**src/oprd_pkg.sv**
```systemverilog
// Shared types and constants for the 65816 operand and reference decoder.
// No dependencies; imported by every module of the block.
`default_nettype none

package oprd_pkg;

  localparam int ModeW = 5;
  localparam int AddrW = 24;
  localparam int RefW  = 25;
  localparam int WordW = 16;
  localparam int ByteW = 8;

  // queue between front and back
  localparam int QDepth = 2;
  localparam int QPtrW  = 1;
  localparam int QCntW  = 2;

  // item function codes
  localparam logic FUNC_DECODE = 1'b0;
  localparam logic FUNC_REPLY  = 1'b1;

  // result kind codes
  localparam logic KIND_FETCH  = 1'b0;
  localparam logic KIND_RESULT = 1'b1;

  // addressing modes
  localparam logic [ModeW-1:0] MODE_IMPLIED   = 5'd0;
  localparam logic [ModeW-1:0] MODE_IMM_M     = 5'd1;
  localparam logic [ModeW-1:0] MODE_IMM_X     = 5'd2;
  localparam logic [ModeW-1:0] MODE_IMM8      = 5'd3;
  localparam logic [ModeW-1:0] MODE_REL       = 5'd4;
  localparam logic [ModeW-1:0] MODE_REL_LONG  = 5'd5;
  localparam logic [ModeW-1:0] MODE_DP        = 5'd6;
  localparam logic [ModeW-1:0] MODE_DP_X      = 5'd7;
  localparam logic [ModeW-1:0] MODE_DP_Y      = 5'd8;
  localparam logic [ModeW-1:0] MODE_DP_IND    = 5'd9;
  localparam logic [ModeW-1:0] MODE_DP_X_IND  = 5'd10;
  localparam logic [ModeW-1:0] MODE_DP_IND_Y  = 5'd11;
  localparam logic [ModeW-1:0] MODE_DP_LIND   = 5'd12;
  localparam logic [ModeW-1:0] MODE_DP_LIND_Y = 5'd13;
  localparam logic [ModeW-1:0] MODE_ABS       = 5'd14;
  localparam logic [ModeW-1:0] MODE_ABS_X     = 5'd15;
  localparam logic [ModeW-1:0] MODE_ABS_Y     = 5'd16;
  localparam logic [ModeW-1:0] MODE_LONG      = 5'd17;
  localparam logic [ModeW-1:0] MODE_LONG_X    = 5'd18;
  localparam logic [ModeW-1:0] MODE_SR_S      = 5'd19;
  localparam logic [ModeW-1:0] MODE_SR_S_IND_Y = 5'd20;
  localparam logic [ModeW-1:0] MODE_ABS_IND   = 5'd21;
  localparam logic [ModeW-1:0] MODE_ABS_LIND  = 5'd22;
  localparam logic [ModeW-1:0] MODE_ABS_X_IND = 5'd23;
  localparam logic [ModeW-1:0] MODE_ACC       = 5'd24;
  localparam logic [ModeW-1:0] MODE_BLOCK     = 5'd25;
  localparam logic [ModeW-1:0] MODE_PEA       = 5'd26;
  localparam logic [ModeW-1:0] MODE_PEI       = 5'd27;

  // classified item as it waits in the queue
  typedef struct packed {
    logic             func;
    logic [ModeW-1:0] mode;
    logic [AddrW-1:0] opv;
    logic             opok;
    logic [RefW-1:0]  dref;
    logic             dok;
    logic             indirect;
    logic [WordW-1:0] y;
    logic [ByteW-1:0] db;
    logic [ByteW-1:0] pb;
    logic [AddrW-1:0] rdata;
  } oprd_entry_t;

endpackage

`default_nettype wire

```
**src/oprd_front.sv**
```systemverilog
// Front end: classifies one incoming transaction by addressing mode.
// Computes operand value and direct reference; depends on oprd_pkg.
`default_nettype none

module oprd_front (
  input  wire logic                      func,
  input  wire logic [oprd_pkg::ModeW-1:0] mode,
  input  wire logic [oprd_pkg::AddrW-1:0] pc,
  input  wire logic [oprd_pkg::AddrW-1:0] operand_bytes,
  input  wire logic [oprd_pkg::ByteW-1:0] status_flags,
  input  wire logic [oprd_pkg::WordW-1:0] direct_page,
  input  wire logic [oprd_pkg::WordW-1:0] index_x,
  input  wire logic [oprd_pkg::WordW-1:0] index_y,
  input  wire logic [oprd_pkg::WordW-1:0] stack_ptr,
  input  wire logic [oprd_pkg::ByteW-1:0] data_bank,
  input  wire logic [oprd_pkg::ByteW-1:0] program_bank,
  input  wire logic [oprd_pkg::AddrW-1:0] read_data,
  output oprd_pkg::oprd_entry_t           entry
);
  import oprd_pkg::*;

  logic [ByteW-1:0] b0;
  logic [WordW-1:0] w16;
  logic [RefW-1:0]  rel_ref;
  logic [RefW-1:0]  rel_long_ref;
  logic [RefW-1:0]  dp_ref;
  logic [RefW-1:0]  dp_x_ref;
  logic [RefW-1:0]  dp_y_ref;
  logic [RefW-1:0]  sr_ref;
  logic [AddrW-1:0] abs_x_sum;
  logic [AddrW-1:0] abs_y_sum;
  logic [WordW-1:0] w16_x;

  // address arithmetic shared by the mode arms
  assign b0           = operand_bytes[7:0];
  assign w16          = operand_bytes[15:0];
  assign rel_ref      = {9'd0, pc[15:0]} + 25'd2 + {{17{b0[7]}}, b0};
  assign rel_long_ref = {9'd0, pc[15:0]} + 25'd3 + {{9{w16[15]}}, w16};
  assign dp_ref       = {9'd0, direct_page} + {17'd0, b0};
  assign dp_x_ref     = dp_ref + {9'd0, index_x};
  assign dp_y_ref     = dp_ref + {9'd0, index_y};
  assign sr_ref       = {9'd0, stack_ptr} + {17'd0, b0};
  assign abs_x_sum    = {data_bank, w16} + {8'd0, index_x};
  assign abs_y_sum    = {data_bank, w16} + {8'd0, index_y};
  assign w16_x        = w16 + index_x;

  // per-mode classification
  always_comb begin
    entry          = '0;
    entry.func     = func;
    entry.mode     = mode;
    entry.y        = index_y;
    entry.db       = data_bank;
    entry.pb       = program_bank;
    entry.rdata    = read_data;
    entry.opok     = 1'b1;
    unique case (mode) inside
      MODE_IMM_M: begin
        entry.opv = status_flags[5] ? {16'd0, b0} : {8'd0, w16};
      end
      MODE_IMM_X: begin
        entry.opv = status_flags[4] ? {16'd0, b0} : {8'd0, w16};
      end
      MODE_IMM8, MODE_SR_S: begin
        entry.opv = {16'd0, b0};
      end
      MODE_REL: begin
        entry.opv  = {16'd0, b0};
        entry.dref = rel_ref;
        entry.dok  = 1'b1;
      end
      MODE_REL_LONG: begin
        entry.opv  = {8'd0, w16};
        entry.dref = rel_long_ref;
        entry.dok  = 1'b1;
      end
      MODE_DP, MODE_PEI: begin
        entry.opv  = {16'd0, b0};
        entry.dref = dp_ref;
        entry.dok  = 1'b1;
      end
      MODE_DP_X: begin
        entry.opv  = {16'd0, b0};
        entry.dref = dp_x_ref;
        entry.dok  = 1'b1;
      end
      MODE_DP_Y: begin
        entry.opv  = {16'd0, b0};
        entry.dref = dp_y_ref;
        entry.dok  = 1'b1;
      end
      MODE_DP_IND, MODE_DP_IND_Y, MODE_DP_LIND, MODE_DP_LIND_Y: begin
        entry.opv      = {16'd0, b0};
        entry.dref     = dp_ref;
        entry.dok      = 1'b1;
        entry.indirect = 1'b1;
      end
      MODE_DP_X_IND: begin
        entry.opv      = {16'd0, b0};
        entry.dref     = dp_x_ref;
        entry.dok      = 1'b1;
        entry.indirect = 1'b1;
      end
      MODE_ABS: begin
        entry.opv  = {8'd0, w16};
        entry.dref = {1'b0, data_bank, w16};
        entry.dok  = 1'b1;
      end
      MODE_ABS_X: begin
        entry.opv  = {8'd0, w16};
        entry.dref = {1'b0, abs_x_sum};
        entry.dok  = 1'b1;
      end
      MODE_ABS_Y: begin
        entry.opv  = {8'd0, w16};
        entry.dref = {1'b0, abs_y_sum};
        entry.dok  = 1'b1;
      end
      MODE_LONG: begin
        entry.opv  = operand_bytes;
        entry.dref = {1'b0, operand_bytes};
        entry.dok  = 1'b1;
      end
      MODE_LONG_X: begin
        entry.opv  = operand_bytes;
        entry.dref = {1'b0, operand_bytes[23:16], w16_x};
        entry.dok  = 1'b1;
      end
      MODE_SR_S_IND_Y: begin
        entry.opv      = {16'd0, b0};
        entry.dref     = sr_ref;
        entry.indirect = 1'b1;
      end
      MODE_ABS_IND, MODE_ABS_LIND: begin
        entry.opv      = {8'd0, w16};
        entry.dref     = {9'd0, w16};
        entry.dok      = 1'b1;
        entry.indirect = 1'b1;
      end
      MODE_ABS_X_IND: begin
        entry.opv      = {8'd0, w16};
        entry.dref     = {1'b0, program_bank, w16_x};
        entry.dok      = 1'b1;
        entry.indirect = 1'b1;
      end
      MODE_BLOCK, MODE_PEA: begin
        entry.opv = {8'd0, w16};
      end
      default: begin
        // implied, accumulator and unused codes carry nothing
        entry.opok = 1'b0;
      end
    endcase
  end

endmodule

`default_nettype wire

```
**src/oprd_queue.sv**
```systemverilog
// Two-entry queue holding classified transactions between front and back.
// Depends on oprd_pkg for the entry type and depth constants.
`default_nettype none

module oprd_queue (
  input  wire logic                 clk,
  input  wire logic                 rst,
  input  wire logic                 push,
  input  wire oprd_pkg::oprd_entry_t push_entry,
  input  wire logic                 pop,
  output oprd_pkg::oprd_entry_t     head,
  output logic                      empty,
  output logic                      full
);
  import oprd_pkg::*;

  oprd_entry_t      slots [QDepth];
  logic [QPtrW-1:0] wr_ptr;
  logic [QPtrW-1:0] rd_ptr;
  logic [QCntW-1:0] count;
  logic             do_push;

  assign empty   = (count == QCntW'(0));
  assign full    = (count == QCntW'(QDepth));
  assign do_push = push && !full;
  assign head    = slots[rd_ptr];

  // entry storage
  always_ff @(posedge clk) begin
    if (do_push) begin
      slots[wr_ptr] <= push_entry;
    end
  end

  // pointers and fill count
  always_ff @(posedge clk) begin
    if (rst) begin
      wr_ptr <= '0;
      rd_ptr <= '0;
      count  <= '0;
    end else begin
      if (do_push) begin
        wr_ptr <= wr_ptr + QPtrW'(1);
      end
      if (pop) begin
        rd_ptr <= rd_ptr + QPtrW'(1);
      end
      if (do_push && !pop) begin
        count <= count + QCntW'(1);
      end else if (pop && !do_push) begin
        count <= count - QCntW'(1);
      end
    end
  end

  // checks
  a_count_bound: assert property (@(posedge clk) disable iff (rst)
    count <= QCntW'(QDepth))
    else $error("queue fill count above depth");

  a_no_pop_empty: assert property (@(posedge clk) disable iff (rst)
    pop |-> !empty)
    else $error("queue popped while empty");

endmodule

`default_nettype wire

```
**src/oprd_back.sv**
```systemverilog
// Back end: keeps the pending pointer-fetch context and builds results.
// Owns the output register; depends on oprd_pkg.
`default_nettype none

module oprd_back (
  input  wire logic                       clk,
  input  wire logic                       rst,
  input  wire oprd_pkg::oprd_entry_t      head,
  input  wire logic                       empty,
  output logic                            pop,
  output logic                            out_valid,
  input  wire logic                       out_stall,
  output logic                            kind,
  output logic [oprd_pkg::AddrW-1:0]      fetch_address,
  output logic [oprd_pkg::AddrW-1:0]      operand_value,
  output logic                            operand_valid,
  output logic [oprd_pkg::RefW-1:0]       direct_target,
  output logic                            direct_valid,
  output logic [oprd_pkg::AddrW-1:0]      indirect_target,
  output logic                            indirect_valid
);
  import oprd_pkg::*;

  // pending context
  logic             pending;
  logic [ModeW-1:0] pending_mode;
  logic [AddrW-1:0] saved_operand;
  logic [RefW-1:0]  saved_reference;
  logic [WordW-1:0] saved_y;
  logic [ByteW-1:0] saved_db;
  logic [ByteW-1:0] saved_pb;

  logic             produces;
  logic             can_load;
  logic             load;
  logic [WordW-1:0] word;
  logic [ByteW-1:0] hi;
  logic [WordW-1:0] wy;
  logic [AddrW-1:0] iref;
  logic             reply_dok;

  logic             kind_next;
  logic [AddrW-1:0] fetch_address_next;
  logic [AddrW-1:0] operand_value_next;
  logic             operand_valid_next;
  logic [RefW-1:0]  direct_target_next;
  logic             direct_valid_next;
  logic [AddrW-1:0] indirect_target_next;
  logic             indirect_valid_next;

  // a reply with no fetch outstanding is dropped without a result
  assign produces = (head.func == FUNC_DECODE) || pending;
  assign can_load = !out_valid || !out_stall;
  assign pop      = !empty && (can_load || !produces);
  assign load     = pop && produces;

  // indirect reference from the fetched pointer
  assign word      = head.rdata[15:0];
  assign hi        = head.rdata[23:16];
  assign wy        = word + saved_y;
  assign reply_dok = (pending_mode != MODE_SR_S_IND_Y);

  always_comb begin
    case (pending_mode) inside
      MODE_DP_IND, MODE_DP_X_IND:      iref = {saved_db, word};
      MODE_DP_IND_Y, MODE_SR_S_IND_Y:  iref = {saved_db, wy};
      MODE_DP_LIND, MODE_ABS_LIND:     iref = {hi, word};
      MODE_DP_LIND_Y:                  iref = {hi, wy};
      default:                         iref = {saved_pb, word};
    endcase
  end

  // result selection
  always_comb begin
    kind_next            = KIND_RESULT;
    fetch_address_next   = '0;
    operand_value_next   = '0;
    operand_valid_next   = 1'b0;
    direct_target_next   = '0;
    direct_valid_next    = 1'b0;
    indirect_target_next = '0;
    indirect_valid_next  = 1'b0;
    if (head.func == FUNC_REPLY) begin
      operand_value_next   = saved_operand;
      operand_valid_next   = 1'b1;
      direct_target_next   = reply_dok ? saved_reference : '0;
      direct_valid_next    = reply_dok;
      indirect_target_next = iref;
      indirect_valid_next  = 1'b1;
    end else if (head.indirect) begin
      kind_next          = KIND_FETCH;
      fetch_address_next = head.dref[AddrW-1:0];
    end else begin
      operand_value_next = head.opok ? head.opv : '0;
      operand_valid_next = head.opok;
      direct_target_next = head.dok ? head.dref : '0;
      direct_valid_next  = head.dok;
    end
  end

  // pending flag
  always_ff @(posedge clk) begin
    if (rst) begin
      pending <= 1'b0;
    end else if (pop) begin
      pending <= (head.func == FUNC_DECODE) && head.indirect;
    end
  end

  // saved context of an outstanding fetch
  always_ff @(posedge clk) begin
    if (pop && (head.func == FUNC_DECODE) && head.indirect) begin
      pending_mode    <= head.mode;
      saved_operand   <= head.opv;
      saved_reference <= head.dref;
      saved_y         <= head.y;
      saved_db        <= head.db;
      saved_pb        <= head.pb;
    end
  end

  // output register valid
  always_ff @(posedge clk) begin
    if (rst) begin
      out_valid <= 1'b0;
    end else if (load) begin
      out_valid <= 1'b1;
    end else if (!out_stall) begin
      out_valid <= 1'b0;
    end
  end

  // output register payload
  always_ff @(posedge clk) begin
    if (load) begin
      kind            <= kind_next;
      fetch_address   <= fetch_address_next;
      operand_value   <= operand_value_next;
      operand_valid   <= operand_valid_next;
      direct_target   <= direct_target_next;
      direct_valid    <= direct_valid_next;
      indirect_target <= indirect_target_next;
      indirect_valid  <= indirect_valid_next;
    end
  end

  // checks
  a_fetch_clean: assert property (@(posedge clk) disable iff (rst)
    out_valid && (kind == KIND_FETCH) |->
      !operand_valid && !direct_valid && !indirect_valid)
    else $error("fetch request carries valid result fields");

  a_indirect_is_result: assert property (@(posedge clk) disable iff (rst)
    out_valid && indirect_valid |-> (kind == KIND_RESULT))
    else $error("indirect reference outside a decoded result");

  a_fetch_sets_pending: assert property (@(posedge clk) disable iff (rst)
    load && (head.func == FUNC_DECODE) && head.indirect |=> pending && out_valid)
    else $error("fetch request issued without pending context");

  a_reply_clears_pending: assert property (@(posedge clk) disable iff (rst)
    pop && (head.func == FUNC_REPLY) |=> !pending)
    else $error("pending context kept after reply");

endmodule

`default_nettype wire

```
**src/cpu65816_operand_reference_decode.sv**
```systemverilog
// Top level of the 65816 operand and reference decoder.
// Instantiates oprd_front, oprd_queue and oprd_back; depends on oprd_pkg.
//
//   channel  handshake             payload
//   input    in_valid / in_stall   func, mode, pc, operand_bytes, flags, regs, read_data
//   output   out_valid / out_stall kind, fetch_address, operand/direct/indirect fields
//
// One transaction per cycle sustained unless out_stall holds results back; a result
// is written to the queue, then loaded into the output register and offered there.
// The path is set by the front-end three-input adders feeding the queue.
// Reset clears the queue, the pending-fetch flag and the output valid.
// in_stall rises only when the two-entry queue is full; a reply with no fetch
// outstanding is consumed without a result even while the output is stalled.
`default_nettype none

module cpu65816_operand_reference_decode (
  input  wire logic                              clk,
  input  wire logic                              rst,
  input  wire logic                              in_valid,
  output logic                                   in_stall,
  input  wire logic                              func,
  input  wire logic [oprd_pkg::ModeW-1:0]        mode,
  input  wire logic [oprd_pkg::AddrW-1:0]        pc,
  input  wire logic [oprd_pkg::AddrW-1:0]        operand_bytes,
  input  wire logic [oprd_pkg::ByteW-1:0]        status_flags,
  input  wire logic [oprd_pkg::WordW-1:0]        direct_page,
  input  wire logic [oprd_pkg::WordW-1:0]        index_x,
  input  wire logic [oprd_pkg::WordW-1:0]        index_y,
  input  wire logic [oprd_pkg::WordW-1:0]        stack_ptr,
  input  wire logic [oprd_pkg::ByteW-1:0]        data_bank,
  input  wire logic [oprd_pkg::ByteW-1:0]        program_bank,
  input  wire logic [oprd_pkg::AddrW-1:0]        read_data,
  output logic                                   out_valid,
  input  wire logic                              out_stall,
  output logic                                   kind,
  output logic [oprd_pkg::AddrW-1:0]             fetch_address,
  output logic [oprd_pkg::AddrW-1:0]             operand_value,
  output logic                                   operand_valid,
  output logic signed [oprd_pkg::RefW-1:0]       direct_target,
  output logic                                   direct_valid,
  output logic [oprd_pkg::AddrW-1:0]             indirect_target,
  output logic                                   indirect_valid
);
  import oprd_pkg::*;

  oprd_entry_t     front_entry;
  oprd_entry_t     head;
  logic            q_empty;
  logic            q_full;
  logic            q_pop;
  logic [RefW-1:0] dref_out;

  assign in_stall      = q_full;
  assign direct_target = dref_out;

  // classify the incoming transaction
  oprd_front u_front (
    .func          (func),
    .mode          (mode),
    .pc            (pc),
    .operand_bytes (operand_bytes),
    .status_flags  (status_flags),
    .direct_page   (direct_page),
    .index_x       (index_x),
    .index_y       (index_y),
    .stack_ptr     (stack_ptr),
    .data_bank     (data_bank),
    .program_bank  (program_bank),
    .read_data     (read_data),
    .entry         (front_entry)
  );

  // decoupling queue
  oprd_queue u_queue (
    .clk        (clk),
    .rst        (rst),
    .push       (in_valid),
    .push_entry (front_entry),
    .pop        (q_pop),
    .head       (head),
    .empty      (q_empty),
    .full       (q_full)
  );

  // pending context and result register
  oprd_back u_back (
    .clk             (clk),
    .rst             (rst),
    .head            (head),
    .empty           (q_empty),
    .pop             (q_pop),
    .out_valid       (out_valid),
    .out_stall       (out_stall),
    .kind            (kind),
    .fetch_address   (fetch_address),
    .operand_value   (operand_value),
    .operand_valid   (operand_valid),
    .direct_target   (dref_out),
    .direct_valid    (direct_valid),
    .indirect_target (indirect_target),
    .indirect_valid  (indirect_valid)
  );

endmodule

`default_nettype wire

```
**config.mk**
```make
export PLATFORM = sky130hd
export DESIGN_NAME = cpu65816_operand_reference_decode
export DESIGN_NICKNAME = d
export VERILOG_FILES = /design/src/oprd_pkg.sv /design/src/oprd_front.sv /design/src/oprd_queue.sv /design/src/oprd_back.sv /design/src/cpu65816_operand_reference_decode.sv
export SDC_FILE = /design/constraint.sdc
export NUM_CORES = 1
export LEC_CHECK = 0
export BUFFER_PORTS_ARGS = -buffer_cell sky130_fd_sc_hd__buf_2
export CORE_UTILIZATION = 60
export CTS_CLUSTER_SIZE = 25
export DETAILED_ROUTE_END_ITERATION = 8
export GPL_TIMING_DRIVEN = 1
export PLACE_DENSITY = 0.82
export SYNTH_ARGS = -nofsm -noshare
export SYNTH_HDL_FRONTEND = slang
export SYNTH_HIERARCHICAL = 1
export SYNTH_SLANG_ARGS = --single-unit
```
**constraint.sdc**
```tcl
create_clock -name clk -period 7.36 [get_ports clk]
set_input_delay 2.208 -clock clk [delete_from_list [all_inputs] [get_ports clk]]
set_output_delay 2.208 -clock clk [all_outputs]
set_load 0.005 [all_outputs]
```
==> run_summary.xml <==
<?xml version="1.0" encoding="UTF-8"?>
<metrics>
  <group name="run_status">
    <metric name="outcome" unit="">completed</metric>
  </group>
  <group name="floorplanning">
    <metric name="initial_core_util" unit="%">60.75</metric>
    <metric name="die_h" unit="um">202.3</metric>
    <metric name="die-width" unit="um">202.3</metric>
    <metric name="floorplan.io_pins" unit="">273</metric>
    <metric name="row_count" unit="">73</metric>
    <metric name="design.core.area" unit="sq um">39640</metric>
    <metric name="dieArea" unit="sq um">40940</metric>
  </group>
  <group name="pwr">
    <metric name="power_per_cell_area" unit="nW/um^2">299.5</metric>
    <metric name="power.static_leakage" unit="uW">0.01036</metric>
    <metric name="internal-power" unit="uW">5554</metric>
    <metric name="power_frac_seq" unit="%">43.9</metric>
    <metric name="swShare" unit="%">30.84</metric>
    <metric name="pwr-share-clk" unit="%">25.3</metric>
    <metric name="worst_ir_drop_vdd" unit="mV">0.1722</metric>
    <metric name="p_comb_share" unit="%">30.8</metric>
    <metric name="total_switching_power" unit="uW">2477</metric>
  </group>
  <group name="global_routing">
    <metric name="grt_antenna_before_repair" unit="">5</metric>
    <metric name="wire_length_of_the_first_global_routing_pass" unit="mm">94.22</metric>
    <metric name="global_route.peak_usage_layer" unit="">met2</metric>
    <metric name="groute.layer.met2.usage" unit="%">50.73</metric>
    <metric name="maximum_number_of_pins_on_one_net_before_global_route_repair" unit="">58</metric>
    <metric name="track_usage" unit="%">30.36</metric>
    <metric name="grt_remaining_overflow" unit="">0</metric>
    <metric name="grt_util_met1" unit="%">39.50</metric>
    <metric name="grt_pass1_vias" unit="">16783</metric>
    <metric name="gr_util_met3" unit="%">4.176</metric>
  </group>
  <group name="critical_path">
    <metric name="worstPathMaxFanout" unit="">13</metric>
    <metric name="worst_path_largest_cell_delay" unit="ns">0.74</metric>
    <metric name="timing.critical_path.max_delay_family" unit="">compound AO/OA/AOI/OAI gates</metric>
    <metric name="cp_cell_sequence" unit="">buf_2, nor2b_1, nand2_1, a21oi_1, buf_4, mux2_2, ha_1, nor2b_1, o31a_1, a21oi_1, a21oi_1, a41o_1, o41ai_1, xnor2_1, a221o_1</metric>
    <metric name="crit_path_end_kind" unit="">flip-flop</metric>
    <metric name="critPathLaunchType" unit="">input pin</metric>
    <metric name="timing_worst_setup_path_type" unit="">in -&gt; reg</metric>
    <metric name="critical-path-slowest-cell" unit="">sky130_fd_sc_hd__a21oi_1</metric>
    <metric name="crit_required" unit="ns">7.62</metric>
    <metric name="critical_path_arrival" unit="ns">6.57</metric>
    <metric name="timing.critical_path.mode_cell" unit="">sky130_fd_sc_hd__a21oi_1</metric>
    <metric name="path_buf_inv" unit="">2</metric>
  </group>
  <group name="synth">
    <metric name="combinational_family_with_the_most_area_after_synthesis" unit="">compound AO/OA/AOI/OAI gates</metric>
    <metric name="synth-xor-area-share" unit="%">4.546</metric>
    <metric name="synth_warnings" unit="">6</metric>
    <metric name="syn-mean-instance-area" unit="sq um">12.47</metric>
    <metric name="yosys.area_share.adder" unit="%">6.796</metric>
    <metric name="syn-instance-count" unit="">1931</metric>
    <metric name="yosys.area_share.simple" unit="%">10.39</metric>
    <metric name="synthesis.nets" unit="">2227</metric>
    <metric name="most_used_dff_post_synth" unit="">sky130_fd_sc_hd__edfxtp_1</metric>
    <metric name="synth_async_sr_flop_share" unit="%">0</metric>
    <metric name="yosysSeqAreaShare" unit="%">52.33</metric>
    <metric name="cell_area_after_synthesis" unit="sq um">24080</metric>
    <metric name="synth.area.mux_share" unit="%">8.386</metric>
    <metric name="synth_compound_area_share" unit="%">13.74</metric>
    <metric name="synth_edf_count" unit="">415</metric>
    <metric name="number_of_different_library_cells_in_the_post_synthesis_netlist" unit="">93</metric>
    <metric name="postSynthRegisterBits" unit="">422</metric>
  </group>
  <group name="cts">
    <metric name="postCtsSetupRepairBufs" unit="">0</metric>
    <metric name="tritoncts" unit="">built</metric>
    <metric name="clkSlewWorstSetupHoldPaths" unit="ns">0.06</metric>
    <metric name="cts-hold-fix-buffers" unit="">0</metric>
    <metric name="cts_num_sinks" unit="">422</metric>
    <metric name="cts_root_buf" unit="">sky130_fd_sc_hd__clkbuf_16</metric>
    <metric name="ctsResizeCount" unit="">0</metric>
    <metric name="h-tree-depth" unit="">2</metric>
    <metric name="numCtsBuffers" unit="">41</metric>
    <metric name="cts_max_path_buffers" unit="">3</metric>
    <metric name="clkLatencyLatePin" unit="ns">0.55</metric>
  </group>
  <group name="routing">
    <metric name="detail_route.drc_violations" unit="">0</metric>
    <metric name="drt-vias-per-instance" unit="">6.312</metric>
    <metric name="routed_wire_length_per_instance" unit="um">23.39</metric>
    <metric name="detail_route.wirelength" unit="mm">63.12</metric>
    <metric name="detailedRoute.firstIterationViolations" unit="">1539</metric>
    <metric name="detailedRoute.firstPassIterationCount" unit="">5</metric>
    <metric name="post_route_antenna_net_violation_count" unit="">0</metric>
    <metric name="vias" unit="">17037</metric>
  </group>
  <group name="placement">
    <metric name="finalWeightedCongestion" unit="">0.9768</metric>
    <metric name="preCtsSetupSlack" unit="ns">0.6123</metric>
    <metric name="postPlaceCellArea" unit="sq um">25490</metric>
    <metric name="place.detailed.hpwl" unit="mm">47.26</metric>
    <metric name="numPortBuffers" unit="">258</metric>
  </group>
  <group name="sta">
    <metric name="slew_headroom" unit="%">24.20</metric>
    <metric name="final-hold-violation-count" unit="">0</metric>
    <metric name="finalSetupViolCount" unit="">0</metric>
    <metric name="achievable-frequency" unit="GHz">0.1585</metric>
    <metric name="tns" unit="ns">0</metric>
    <metric name="unrepaired_setup_endpoints_after_global_routing" unit="">no</metric>
    <metric name="drv_slew" unit="">0</metric>
    <metric name="final_period_minus_worst_setup_slack" unit="ns">6.308</metric>
    <metric name="fin_ws" unit="ns">1.052</metric>
    <metric name="layout_worst_path_cycle_share" unit="%">85.70</metric>
    <metric name="worstMarginPinSlew" unit="ns">1.128</metric>
    <metric name="skew" unit="ns">0.02723</metric>
  </group>
  <group name="layout">
    <metric name="fin_nets" unit="">2435</metric>
    <metric name="finalInstanceArea" unit="sq um">26810</metric>
    <metric name="layout.cells.most_common_list" unit="">415 x sky130_fd_sc_hd__edfxtp_1, 258 x sky130_fd_sc_hd__buf_2, 118 x sky130_fd_sc_hd__ha_1</metric>
    <metric name="areaGrowthSynthToFinish" unit="%">11.35</metric>
    <metric name="layout.cells.most_common" unit="">sky130_fd_sc_hd__edfxtp_1</metric>
    <metric name="drive_above_1_share" unit="%">24.39</metric>
    <metric name="final-seq-area" unit="sq um">12610</metric>
    <metric name="fill_cells" unit="">2832</metric>
    <metric name="multi_input_comb_area" unit="sq um">10580</metric>
  </group>
  <group name="min_path">
    <metric name="hp-class" unit="">reg -&gt; reg</metric>
  </group>
  <group name="job">
    <metric name="max-cap-violations" unit="">0</metric>
  </group>
</metrics>
[area by class of cell]
type	count	area share [%]
Antenna cell	5	0.04666
Multi-Input combinational cell	1349	39.47
Inverter	41	0.5833
Tap cell	525	2.450
Timing Repair Buffer	284	5.543
Clock inverter	28	1.013
Sequential cell	422	47.01
Clock buffer	45	3.882
[path summary, 6_finish.rpt]
check / startpoint / endpoint / slack [ns] / depth (start not counted)
worst min-delay path: u_queue/count[1] / u_queue/count[1] / 0.52 / 2
worst min register to register: u_queue/count[1] / u_queue/count[1] / 0.52 / 2
worst max register to register: flip-flop / u_back/saved_y[4] / 3.54 / 6
worst max-delay path: mode[2] / u_queue/slots[1][74] / 1.05 / 15
[cells in the mapped netlist (22+ instances only)]
cell type                  count  share of area [%]
sky130_fd_sc_hd__a211oi_1     24               0.75
sky130_fd_sc_hd__mux2_2       86                4.0
sky130_fd_sc_hd__o21ai_0      73                1.5
sky130_fd_sc_hd__nand2_1     103                1.6
sky130_fd_sc_hd__inv_1        40               0.62
sky130_fd_sc_hd__a21o_1       25               0.78
sky130_fd_sc_hd__a21oi_1      79                1.6
sky130_fd_sc_hd__ha_1        118                6.1
sky130_fd_sc_hd__a22o_1       50                1.8
sky130_fd_sc_hd__buf_4        64                2.0
sky130_fd_sc_hd__mux2_4       60                3.7
sky130_fd_sc_hd__o21a_1       24               0.75
sky130_fd_sc_hd__o211ai_1     24               0.75
sky130_fd_sc_hd__xnor2_1      70                2.5
sky130_fd_sc_hd__and2_1       69                1.8
sky130_fd_sc_hd__clkbuf_1     33               0.51
sky130_fd_sc_hd__nor3_1       31               0.64
sky130_fd_sc_hd__nand3_1      49                1.0
sky130_fd_sc_hd__nor2_1       94                1.5
sky130_fd_sc_hd__xor2_1       55                2.0
sky130_fd_sc_hd__nor2b_1      22               0.57
sky130_fd_sc_hd__edfxtp_1    415                 52
[routing by layer]
layer  wire [um]  part of all wire (%)  up-vias
met4        2748                   4.4        0
li1            -                     -     7808
met1       25640                    41     8251
met3        4361                   6.9      158
met2       30370                    48      820
met5           0                     0        -
[sequential cells by signal, summed over array words and instances (netlist names), named ones only]
| signal | flops |
|---|---|
| u_back/out_valid | 1 |
| u_queue/rd_ptr | 1 |
| u_back/saved_y | 16 |
| u_back/saved_operand | 24 |
| u_back/direct_target | 25 |
| u_queue/count | 2 |
| u_back/direct_valid | 1 |
| u_back/operand_value | 24 |
| u_back/operand_valid | 1 |
| u_queue/slots | 228 |
| u_back/saved_pb | 8 |
| u_queue/wr_ptr | 1 |
| u_back/saved_reference | 25 |
| u_back/indirect_target | 24 |
| u_back/saved_db | 8 |
| u_back/pending_mode | 5 |
| u_back/fetch_address | 24 |
| u_back/kind | 1 |
| u_back/indirect_valid | 1 |
| u_back/pending | 1 |
[cell families after synthesis]
kind of cell | Yosys count
simple gates | 479
compound gates | 458
flops | 422
mux | 161
buf+inv | 160
fa+ha+maj | 126
xor+xnor | 125
[power by group through the flow]
stage	Sequential (uW)	Clock, uW	Combinational, uW
6_report	3520	2030	2470
5_1_grt	3560	2140	2660
3_5_place_dp	3570	0	2430
4_1_cts	3520	2050	2460
2_1_floorplan	3570	0	1680
3_3_place_gp	3540	0	2360
[per-stage QoR]
step | hold WS, ns | utilization (%) | instances | total power [uW]
after floorplan | 0.4511 | - | 1931 | 5251
after global placement | 0.4643 | 64.30 | 2621 | 5901
after detailed placement | 0.5023 | 64.30 | 2621 | 5999
after CTS | 0.5186 | 67.61 | 2694 | 8035
after global routing | 0.5344 | 67.64 | 2698 | 8357
final | 0.5216 | 67.64 | 2699 | 8030
[worst reg2reg max path, delay by kind of cell (launching register included)]
kind | cells | cell delay [ns]
multiplexers | 1 | 0.32
buffers and inverters | 3 | 1.61
AND/OR/NAND/NOR | 2 | 0.79
flip-flops | 1 | 0.69
Note: power is estimated with default switching activity, not from simulation.
